`src/rtl/efr_pkg.sv`:
```
// shared types and constants for the escaped frame receiver
package efr_pkg;

   localparam int unsigned BYTE_W  = 8;
   localparam int unsigned COUNT_W = 9;
   localparam int unsigned KIND_W  = 2;
   localparam int unsigned CSR_IDX_W  = 2;
   localparam int unsigned CSR_DATA_W = 9;

   localparam logic [COUNT_W-1:0] COUNT_MAX = 9'd511;
   localparam logic [COUNT_W-1:0] LIMIT_MAX = 9'd510;
   localparam logic [BYTE_W-1:0]  GOOD_SUM  = 8'hFF;

   // reset values of the control registers
   localparam logic [BYTE_W-1:0]  START_RESET  = 8'd2;
   localparam logic [BYTE_W-1:0]  END_RESET    = 8'd3;
   localparam logic [BYTE_W-1:0]  ESCAPE_RESET = 8'd16;
   localparam logic [COUNT_W-1:0] LIMIT_RESET  = 9'd256;

   typedef enum logic [CSR_IDX_W-1:0] {
      CSR_START  = 2'd0,
      CSR_END    = 2'd1,
      CSR_ESCAPE = 2'd2,
      CSR_LIMIT  = 2'd3
   } csr_index_type;

   typedef enum logic [KIND_W-1:0] {
      KIND_DATA    = 2'd0,
      KIND_GOOD    = 2'd1,
      KIND_DISCARD = 2'd2
   } kind_type;

   typedef enum logic [2:0] {
      PHASE_IDLE  = 3'b001,
      PHASE_FRAME = 3'b010,
      PHASE_ESC   = 3'b100
   } phase_type;

   typedef struct packed {
      logic [BYTE_W-1:0]  start_code;
      logic [BYTE_W-1:0]  end_code;
      logic [BYTE_W-1:0]  escape_code;
      logic [COUNT_W-1:0] max_frame_length;
   } cfg_type;

   typedef struct packed {
      logic              valid;
      kind_type          kind;
      logic [BYTE_W-1:0] payload;
      logic              error;
   } result_type;

endpackage

```
`src/rtl/efr_if.sv`:
```
// valid/ready channel interfaces for received bytes and deframer results
interface efr_req_if;
   logic       valid;
   logic       ready;
   logic [7:0] rx_byte;

   modport source (output valid, output rx_byte, input ready);
   modport sink (input valid, input rx_byte, output ready);
endinterface

interface efr_rsp_if;
   logic       valid;
   logic       ready;
   logic [1:0] result_kind;
   logic [7:0] payload_byte;
   logic       error_seen;

   modport source (output valid, output result_kind, output payload_byte,
                   output error_seen, input ready);
   modport sink (input valid, input result_kind, input payload_byte,
                 input error_seen, output ready);
endinterface

```
`src/rtl/efr_core.sv`:
```
// deframing state and per-byte next-state and result logic
module efr_core (
   input  logic                          clock,
   input  logic                          reset,
   input  logic                          step,
   input  logic [efr_pkg::BYTE_W-1:0]    rx_byte,
   input  efr_pkg::cfg_type              cfg,
   output efr_pkg::result_type           result
);
   import efr_pkg::*;

   phase_type           phase_ff, phase_in;
   logic [COUNT_W-1:0]  count_ff, count_in;
   logic [BYTE_W-1:0]   sum_ff, sum_in;
   logic [BYTE_W-1:0]   held_ff, held_in;
   logic                held_valid_ff, held_valid_in;
   logic                error_ff, error_in;
   logic [COUNT_W-1:0]  limit;
   logic                do_accept, do_clear, do_discard, do_good;

   // a limit above the top value acts as the top value
   assign limit = (cfg.max_frame_length > LIMIT_MAX) ? LIMIT_MAX : cfg.max_frame_length;

   // classify the byte against the current phase
   always_comb begin
      phase_in   = phase_ff;
      do_accept  = 1'b0;
      do_clear   = 1'b0;
      do_discard = 1'b0;
      do_good    = 1'b0;
      unique case (phase_ff)
         PHASE_ESC: begin
            phase_in  = PHASE_FRAME;
            do_accept = 1'b1;
         end
         PHASE_FRAME: begin
            priority if (rx_byte == cfg.start_code) begin
               if (count_ff != '0) begin
                  do_discard = 1'b1;
               end else begin
                  do_clear = 1'b1;
               end
            end else if (rx_byte == cfg.escape_code) begin
               phase_in = PHASE_ESC;
            end else if (rx_byte == cfg.end_code) begin
               phase_in = PHASE_IDLE;
               if (sum_ff != GOOD_SUM) begin
                  do_discard = 1'b1;
               end else begin
                  do_clear = 1'b1;
                  do_good  = 1'b1;
               end
            end else if (count_ff > limit) begin
               do_discard = 1'b1;
            end else begin
               do_accept = 1'b1;
            end
         end
         default: begin
            phase_in = PHASE_IDLE;
            if (rx_byte == cfg.start_code) begin
               phase_in = PHASE_FRAME;
               do_clear = 1'b1;
            end
         end
      endcase
   end

   // frame counters, held byte and result
   always_comb begin
      count_in      = count_ff;
      sum_in        = sum_ff;
      held_in       = held_ff;
      held_valid_in = held_valid_ff;
      error_in      = error_ff;
      result.valid   = 1'b0;
      result.kind    = KIND_DATA;
      result.payload = '0;
      if (do_accept) begin
         held_in       = rx_byte;
         held_valid_in = 1'b1;
         count_in      = (count_ff == COUNT_MAX) ? count_ff : count_ff + 1'b1;
         sum_in        = sum_ff + rx_byte;
         result.valid   = held_valid_ff;
         result.payload = held_ff;
      end
      if (do_clear || do_discard) begin
         count_in      = '0;
         sum_in        = '0;
         held_in       = '0;
         held_valid_in = 1'b0;
      end
      if (do_discard) begin
         error_in     = 1'b1;
         result.valid = 1'b1;
         result.kind  = KIND_DISCARD;
      end
      if (do_good) begin
         result.valid = 1'b1;
         result.kind  = KIND_GOOD;
      end
      result.error = error_in;
   end

   // state update on each processed beat
   always_ff @(posedge clock) begin
      if (reset) begin
         phase_ff      <= PHASE_IDLE;
         count_ff      <= '0;
         sum_ff        <= '0;
         held_ff       <= '0;
         held_valid_ff <= 1'b0;
         error_ff      <= 1'b0;
      end else if (step) begin
         phase_ff      <= phase_in;
         count_ff      <= count_in;
         sum_ff        <= sum_in;
         held_ff       <= held_in;
         held_valid_ff <= held_valid_in;
         error_ff      <= error_in;
      end
   end

endmodule

```
`src/rtl/efr_out_reg.sv`:
```
// result register in front of the response channel
module efr_out_reg (
   input  logic                clock,
   input  logic                reset,
   input  logic                load,
   input  efr_pkg::result_type result,
   output logic                free,
   efr_rsp_if.source           rsp_bus
);
   import efr_pkg::*;

   logic                valid_ff, valid_in;
   kind_type            kind_ff;
   logic [BYTE_W-1:0]   payload_ff;
   logic                error_ff;

   // register can take a new beat when empty or draining this cycle
   assign free     = !valid_ff || rsp_bus.ready;
   assign valid_in = free ? (load && result.valid) : valid_ff;

   always_ff @(posedge clock) begin
      if (reset) begin
         valid_ff <= 1'b0;
      end else begin
         valid_ff <= valid_in;
      end
   end

   // payload captured only with a new result
   always_ff @(posedge clock) begin
      if (free && load && result.valid) begin
         kind_ff    <= result.kind;
         payload_ff <= result.payload;
         error_ff   <= result.error;
      end
   end

   assign rsp_bus.valid        = valid_ff;
   assign rsp_bus.result_kind  = kind_ff;
   assign rsp_bus.payload_byte = payload_ff;
   assign rsp_bus.error_seen   = error_ff;

endmodule

```
`src/rtl/escaped_frame_receiver_top.sv`:
```
// STX/ETX/DLE deframer: input register, per-byte state logic, result register
// an accepted byte waits in the input register; the result it produces is then registered in the result register
// throughput: one byte per cycle while the result register has room, set by the state update loop
// a byte is accepted whenever the input register is empty or moving on
// reset: synchronous, active high; clears phase, counters, error flag and valids
module escaped_frame_receiver_top (
   input  logic                            clock,
   input  logic                            reset,
   efr_req_if.sink                         req_bus,
   efr_rsp_if.source                       rsp_bus,
   input  logic                            csr_we,
   input  logic [efr_pkg::CSR_IDX_W-1:0]   csr_index,
   input  logic [efr_pkg::CSR_DATA_W-1:0]  csr_wdata
);
   import efr_pkg::*;

   cfg_type             cfg_ff;
   logic                in_valid_ff;
   logic [BYTE_W-1:0]   in_byte_ff;
   logic                out_free;
   logic                step;
   result_type          result;

   // control registers
   always_ff @(posedge clock) begin
      if (reset) begin
         cfg_ff.start_code       <= START_RESET;
         cfg_ff.end_code         <= END_RESET;
         cfg_ff.escape_code      <= ESCAPE_RESET;
         cfg_ff.max_frame_length <= LIMIT_RESET;
      end else if (csr_we) begin
         unique case (csr_index_type'(csr_index))
            CSR_START:  cfg_ff.start_code       <= csr_wdata[BYTE_W-1:0];
            CSR_END:    cfg_ff.end_code         <= csr_wdata[BYTE_W-1:0];
            CSR_ESCAPE: cfg_ff.escape_code      <= csr_wdata[BYTE_W-1:0];
            CSR_LIMIT:  cfg_ff.max_frame_length <= csr_wdata[COUNT_W-1:0];
            default: ;
         endcase
      end
   end

   // input register advances whenever the result register has room
   assign step          = in_valid_ff && out_free;
   assign req_bus.ready = !in_valid_ff || out_free;

   always_ff @(posedge clock) begin
      if (reset) begin
         in_valid_ff <= 1'b0;
      end else if (req_bus.ready) begin
         in_valid_ff <= req_bus.valid;
      end
   end

   always_ff @(posedge clock) begin
      if (req_bus.ready && req_bus.valid) begin
         in_byte_ff <= req_bus.rx_byte;
      end
   end

   efr_core u_core (
      .clock   (clock),
      .reset   (reset),
      .step    (step),
      .rx_byte (in_byte_ff),
      .cfg     (cfg_ff),
      .result  (result)
   );

   efr_out_reg u_out_reg (
      .clock   (clock),
      .reset   (reset),
      .load    (step),
      .result  (result),
      .free    (out_free),
      .rsp_bus (rsp_bus)
   );

endmodule

```
`src/flat_wrapper.sv`:
```
// flat-port wrapper written by rule: the top's interface ports become plain ports
module escaped_frame_receiver_top_flat import efr_pkg::*;
  (clock, reset, csr_we, csr_index, csr_wdata, req_bus_valid, req_bus_rx_byte, req_bus_ready, rsp_bus_valid, rsp_bus_result_kind, rsp_bus_payload_byte, rsp_bus_error_seen, rsp_bus_ready);
  efr_req_if req_bus_i ();
  efr_rsp_if rsp_bus_i ();
  input  logic clock;
  input  logic reset;
  input  logic csr_we;
  input  logic [efr_pkg::CSR_IDX_W-1:0] csr_index;
  input  logic [efr_pkg::CSR_DATA_W-1:0] csr_wdata;
  input wire logic [$bits(req_bus_i.valid)-1:0] req_bus_valid;
  input wire logic [$bits(req_bus_i.rx_byte)-1:0] req_bus_rx_byte;
  output wire logic [$bits(req_bus_i.ready)-1:0] req_bus_ready;
  output wire logic [$bits(rsp_bus_i.valid)-1:0] rsp_bus_valid;
  output wire logic [$bits(rsp_bus_i.result_kind)-1:0] rsp_bus_result_kind;
  output wire logic [$bits(rsp_bus_i.payload_byte)-1:0] rsp_bus_payload_byte;
  output wire logic [$bits(rsp_bus_i.error_seen)-1:0] rsp_bus_error_seen;
  input wire logic [$bits(rsp_bus_i.ready)-1:0] rsp_bus_ready;
  assign req_bus_i.valid = req_bus_valid;
  assign req_bus_i.rx_byte = req_bus_rx_byte;
  assign req_bus_ready = req_bus_i.ready;
  assign rsp_bus_valid = rsp_bus_i.valid;
  assign rsp_bus_result_kind = rsp_bus_i.result_kind;
  assign rsp_bus_payload_byte = rsp_bus_i.payload_byte;
  assign rsp_bus_error_seen = rsp_bus_i.error_seen;
  assign rsp_bus_i.ready = rsp_bus_ready;
  escaped_frame_receiver_top u_core (.clock(clock), .reset(reset), .req_bus(req_bus_i), .rsp_bus(rsp_bus_i), .csr_we(csr_we), .csr_index(csr_index), .csr_wdata(csr_wdata));
endmodule
```
`config.mk`:
```
export PLATFORM = sky130hd
export DESIGN_NAME = escaped_frame_receiver_top_flat
export DESIGN_NICKNAME = d
export VERILOG_FILES = /design/src/rtl/efr_pkg.sv /design/src/rtl/efr_if.sv /design/src/rtl/efr_core.sv /design/src/rtl/efr_out_reg.sv /design/src/rtl/escaped_frame_receiver_top.sv /design/src/flat_wrapper.sv
export SDC_FILE = /design/constraint.sdc
export NUM_CORES = 1
export LEC_CHECK = 0
export CORE_ASPECT_RATIO = 0.8
export CORE_MARGIN = 5
export CORE_UTILIZATION = 40
export CTS_CLUSTER_SIZE = 8
export DETAILED_ROUTE_END_ITERATION = 8
export DONT_BUFFER_PORTS = 1
export PLACE_DENSITY = 0.62
export SLEW_MARGIN = 20
export SYNTH_ARGS = -nofsm -noshare
export SYNTH_HDL_FRONTEND = slang
export SYNTH_SLANG_ARGS = --single-unit
```
`constraint.sdc`:
```
create_clock -name clock -period 3.75 [get_ports clock]
set_input_delay 0 -clock clock [delete_from_list [all_inputs] [get_ports clock]]
set_output_delay 0 -clock clock [all_outputs]
set_load 0.02 [all_outputs]
```
## Word-level counts from Yosys, hierarchy flattened

Cells that the tools add are included.

- Add/subtract/negate cells: 2
- Equality and inequality tests: 13
- Reductions and logical operators: 20
- Mux-type cells: 40
- $lt $le $gt $ge: 2

Operators with widths:

| operator | number |
|---|---|
| two-way mux 9 bit | 4 |
| two-way mux 8 bit | 4 |
| equality test 8 bit | 3 |
| two-way mux 1 bit | 23 |
| two-way mux 3 bit | 5 |
| AND reduction 2 bit | 5 |
| adder 9 x 1 -> 9 bit (second input constant) | 1 |
| equality test 9 bit (second input constant) | 1 |
| greater-than comparator 9 bit | 1 |
| greater-than comparator 9 bit (second input constant) | 1 |
| nonzero test 9 bit | 1 |
| adder 8 bit | 1 |
| != test 8 bit (second input constant) | 1 |
| one-hot mux 3 bit (2 select lines) | 1 |
| AND reduction 3 bit | 2 |
| logical AND 1 bit | 5 |
| equality test 2 bit (second input constant) | 2 |
| one-hot mux 1 bit (2 select lines) | 2 |
| equality test 3 x 2 -> 1 bit (second input constant) | 1 |
| equality test 3 bit (second input constant) | 1 |
| logical OR 1 bit | 3 |
| != test 3 bit (second input constant) | 1 |
| equality test 2 x 1 -> 1 bit (second input constant) | 1 |
| logical NOT 1 bit | 2 |
| 5 further kinds | 5 |

- Bits in registers: 84
- Word-level logic and storage cells: 93
- Input port bits: 24
- Output and inout port bits: 13

## Logic depth before layout (Yosys ltp)

- Word-level depth: 12
- Mapped depth: 10
- Gate-level depth less buffers: 9

## Modules after synthesis

A second synthesis with hierarchy kept.

- Cell total of the unflattened synthesis: 405
- Area, all modules: 4251.6 um^2

By module, submodules not included:

| module | cells each | times used | sequential area each (um^2) | area an instance (um^2) |
|---|---|---|---|---|
| efr_core | 250 | 1 | 600.6 | 2239.6 |
| escaped_frame_receiver_top | 139 | 1 | 920.9 | 1619.1 |
| efr_out_reg | 16 | 1 | 350.3 | 392.9 |

## Worst setup path after synthesis

OpenSTA, ideal clock, no wires.

- Path type: register to register
- Start: register u_core.u_core.count_ff[4]
- End: register u_core.u_out_reg.error_ff (netlist: u_core.u_out_reg.rsp_bus.error_seen), enable pin
- Cell stages (with the launch flop): 10
- Data arrival time: 2.373 ns
- Path buffers: 1
- Clock period less this slack: 2.755 ns
- Setup slack: 0.995 ns
- Library setup time: 0.383 ns
- Required time: 3.367 ns
- Path through: dfxtp_1 > ha_1 > and4_4 > nor2b_1 > o311ai_4 > a41oi_2 > clkbuf_1 > inv_1 > a21oi_1 > a21oi_1

- Longest elaborated chain between the ends: 10
- Elaborated cells between the ends (all ways): 17
- Classes of those cells: 1 x order compare; 14 x mux; 2 x reduce/logical

RTL lines:

| what | line | source |
|---|---|---|
| from (decl) | efr_core.sv:13 | `logic [COUNT_W-1:0] count_ff, count_in;` |
| from (signal assigned) | efr_core.sv:116 | `count_ff <= count_in;` |
| greater-than comparator 9 bit | efr_core.sv:53 | `end else if (count_ff > limit) begin` |
| two-way mux 1 bit | efr_core.sv:53 |  |
| two-way mux 1 bit | efr_core.sv:45 | `end else if (rx_byte == cfg.end_code) begin` |
| two-way mux 1 bit | efr_core.sv:43 | `end else if (rx_byte == cfg.escape_code) begin` |
| two-way mux 1 bit | efr_core.sv:37 | `priority if (rx_byte == cfg.start_code) begin` |
| one-hot mux 1 bit (2 select lines) | efr_core.sv:31 | `unique case (phase_ff)` |
| two-way mux 1 bit | efr_core.sv:79 | `if (do_accept) begin` |
| two-way mux 3 bit (*) | efr_core.sv:93 | `if (do_discard) begin` |
| two-way mux 3 bit (*) | efr_core.sv:98 | `if (do_good) begin` |
| logical AND 1 bit (*) | efr_out_reg.sv:31 | `if (free && load && result.valid) begin` |
| to (signal assigned) | efr_out_reg.sv:34 | `error_ff <= result.error;` |
| to (decl) | efr_out_reg.sv:15 | `logic error_ff;` |

Mark *: on every way between the ends. The rest lies on a longest branch, timed or not.
A chain may end at the register's enable or synchronous reset.

## Worst setup path after layout

- Start: register u_core.in_byte_ff[3]
- End: register u_core.u_out_reg.payload_ff[0] (netlist: u_core.u_out_reg.rsp_bus.payload_byte[0]), enable pin

- Elaborated cells between the ends (all ways): 19
- Classes of those cells: 3 x eq/ne; 15 x mux; 1 x reduce/logical

RTL lines:

| what | line | source |
|---|---|---|
| from (decl) | escaped_frame_receiver_top.sv:19 | `logic [BYTE_W-1:0] in_byte_ff;` |
| from (signal assigned) | escaped_frame_receiver_top.sv:56 | `in_byte_ff <= req_bus.rx_byte;` |
| equality test 8 bit | efr_core.sv:45 |  |
| two-way mux 1 bit | efr_core.sv:45 |  |
| two-way mux 1 bit | efr_core.sv:43 |  |
| two-way mux 1 bit (*) | efr_core.sv:37 |  |
| two-way mux 1 bit (*) | efr_core.sv:31 |  |
| named net u_core.u_core.do_good | efr_core.sv:19 | `logic do_accept, do_clear, do_discard, do_good;` |
| two-way mux 3 bit (*) | efr_core.sv:98 |  |
| logical AND 1 bit (*) | efr_out_reg.sv:31 |  |
| to (signal assigned) | efr_out_reg.sv:33 | `payload_ff <= result.payload;` |
| to (decl) | efr_out_reg.sv:14 | `logic [BYTE_W-1:0] payload_ff;` |

Mark *: on every way through the listed nets, which the timed path passes. The rest lies on a longest branch.

==> impl_results.md <==
* Slew headroom at 34.65%
* Vias in the first global route at 3273
* Area leader, netlist: dfxtp_1
* Post-synthesis compound-gate area fraction at 14.72%
* RSZ-0062 raised after global routing: false
* Post-synth top flop: dfxtp_1
* Ranking of synthesized cells by area: dfxtp_1 (32%), edfxtp_1 (14%), ha_1 (5.9%)
* Post-synth EDFFs at 19
* Top cell type's share of synthesized area at 32.16%
* Worst-margin pin slew at 980.3 ps
* DR iter-0 viols at 200
* Hold WC Path Type: input port to flip-flop
* Leak pwr at 1.855 nW
* Most frequent cell after synthesis: dfxtp_1
* Die Width at 122.5 um
* Post-DR wirelength/cell at 17.18 um
* RR Startpoint: u_core.in_byte_ff[3]
* Synth Area in Simple Gates at 18.27%
* Routed Antenna Nets at 0
* Post-CTS setup buffers at 0
* Setup CP Type: flip-flop to flip-flop
* Routability congestion estimate at 0.8652
* Critical Path Start Type: flip-flop
* Total core area at 9769 um^2
* FP Rows at 32
* #FFs+latches synth at 84
* WHS at 28.71 ps
* Worst EP arrival at 3180 ps
* CTS Hold Bufs at 31
* Mapped Nets at 466
* IO Count at 37
* CTS Buffer Depth at 2
* Core Util, Final at 49.59%
* Post_cts resized at 0
* Routed WL at 10.20 mm
* Via count at 3178
* R2R Setup Slk at 530 ps
* Max cap viols at 0
* Pwr dens at 435.8 nW/um^2
* Total GRT Usage at 17.94%
* HPWL after detailed placement at 7.180 mm
* Setup-failing EPs final at 0
* Mapped Cells at 422
* GRT overflow at 0
* Port bufs at 0
* Sequential element share of the synthesized area at 46.26%
* FF-to-FF End: u_core.u_out_reg.rsp_bus.payload_byte[0]
* Min Tclk post-route at 3221 ps
* Synth top cells by count: dfxtp_1 (65), nand2_1 (59), a21oi_1 (33)
* Worst skew pair latency at 340 ps
* Run status: finished clean
* Die ar. at 12240 um^2
* Xor-xnor portion of the synthesized cell area at 6.494%
* Share of layout cells above drive strength 1 at 7.642%
* DR vias/cell at 5.350
* Final Hold Viols at 0
* Multiplexer area fraction after synthesis at 4.453%
* Multi-input logic area at 2036 um^2
* Layout Nets at 497
* H-tree depth at 3
* First-pass GRT wire length at 17.19 mm
* Clock transition at the registers of the reported paths at 70 ps
* # DRC at 0
* Post-synth ARST share at 0%
* Clock Tree Root: clkbuf_16
* Critical path endpoint category: flip-flop
* Largest family of logic cells by synthesized area: simple AND/OR/NAND/NOR gates
* Synth warn at 0
* Worst-path maximum fanout at 11
* Area Overhead vs Synth at 19.73%
* Die height at 99.96 um
* FILL cells at 910
* Post-Syn Area per Cell at 9.589 um^2
* Dpl cell area at 4179 um^2
* Post-route clock period utilization at 85.88%
* CTS buffer count at 9
* Max Clock Freq at 0.3105 GHz
* Adder-cell share of the synthesized area at 6.370%
* Mapped Area at 4046 um^2
* CTS tree: done
* Max Slew Vio Count at 0
* Largest net degree at the start of global routing at 35
* DRT Pass-1 Iters at 4
* Worst reg2reg path depth at 7
* Peak VDD IR at 0.3078 mV
* Data required, critical path at 3710 ps
* Worst Skew at 7.703 ps
* Hold_sp: csr_index[0]
* Critical path startpoint: u_core.in_byte_ff[3]
* Setup Total Neg Slack at 0 ps
* Netlist cell types at 55
* Sequential cell area at 1872 um^2
* Hold Crit Depth at 3
* Total clock sinks at 84
* Starting Density at 41.42%
* Finished Cell Area at 4845 um^2
* Hold Path Sink: u_core.cfg_ff[13]
* Initial antenna violation count at 0
* Antenna fix cells at 0
## metrics by stage
step                      instances  worst slack, ps  total power, mW
after floorplan                 422            994.9            1.079
after global placement          547            700.7            1.097
after detailed placement        547            502.5            1.100
after CTS                       594            486.6            2.134
after global routing            594            229.4            2.197
final                           594            529.3            2.111
## worst max-delay path: stages, from the launching register on
cell	delay (ps)
edfxtp_1	490
xor2_1	190
nor4_2	450
nand2_1	170
or3_1	440
nor3_2	230
a21oi_1	80
a21oi_1	780
## cells by family after synthesis
group                    count (synthesis)
AND/OR/NAND/NOR                        148
AO/OA/AOI/OAI                           88
XOR/XNOR                                30
multiplexers                            18
flip-flops                              84
adder cells (fa/ha/maj)                 20
buffers and inverters                   34
## placed cells by master (no fill, tap or decap), types with 3 or more instances in the layout
master,count
a21o_1,4
a21oi_1,33
a22o_1,10
a31oi_1,3
and2_1,3
and2b_1,3
and3_1,6
buf_4,4
clkbuf_16,11
dfxtp_1,65
dlygate4sd3_1,30
edfxtp_1,19
ha_1,19
inv_1,19
mux2i_1,18
nand2_1,59
nand2b_1,4
nand3_1,10
nand4_1,8
nor2_1,26
nor2b_1,7
nor3_1,3
nor4_1,3
o21ai_0,14
o22ai_1,3
o31ai_1,4
or3_1,3
xnor2_1,10
xor2_1,20
## worst max-delay path by stage
stage	cells past startpoint	slack (ps)	to
6_report	7	530	u_core.u_out_reg.rsp_bus.payload_byte[0]
5_1_grt	7	230	u_core.u_out_reg.rsp_bus.payload_byte[0]
4_1_cts	7	490	u_core.u_out_reg.rsp_bus.payload_byte[0]
3_5_place_dp	7	500	u_core.u_out_reg.rsp_bus.payload_byte[0]
3_3_place_gp	7	700	u_core.u_out_reg.rsp_bus.payload_byte[4]
2_1_floorplan	9	990	u_core.u_out_reg.rsp_bus.error_seen
## sequential cells by signal (all words and copies together) (netlist names)
| name | count |
|---|---|
| u_core.cfg_ff | 33 |
| u_core.in_byte_ff | 8 |
| u_core.in_valid_ff | 1 |
| u_core.u_core.count_ff | 9 |
| u_core.u_core.error_ff | 1 |
| u_core.u_core.held_ff | 8 |
| u_core.u_core.held_valid_ff | 1 |
| u_core.u_core.phase_ff | 3 |
| u_core.u_core.sum_ff | 8 |
| u_core.u_out_reg.rsp_bus.error_seen | 1 |
| u_core.u_out_reg.rsp_bus.payload_byte | 8 |
| u_core.u_out_reg.rsp_bus.result_kind | 2 |
| u_core.u_out_reg.rsp_bus.valid | 1 |
## where the power goes
part	internal, mW	leakage (nW)	switching, mW
Clock	0.611	0.171	0.382
Sequential	0.945	0.681	0.0277
Combinational	0.0681	1.00	0.0777
## per-layer routing
metal	track usage, %	vias up	wire length (um)
met2	28.25	61	4780
met3	4.507	10	462
met5	0	-	0
li1	-	1561	-
met1	24.64	1546	4866
met4	4.733	0	93
## final cells by class
type                       instances  share of cell area [%]
inverter                          19                   1.472
multi-input combinational        304                   42.02
timing repair buffer              35                   7.231
clock buffer                      11                   5.682
clock inverter                     5                   1.446
tap                              136                   3.512
sequential                        84                   38.64
Power figures use the tool's default switching activity.
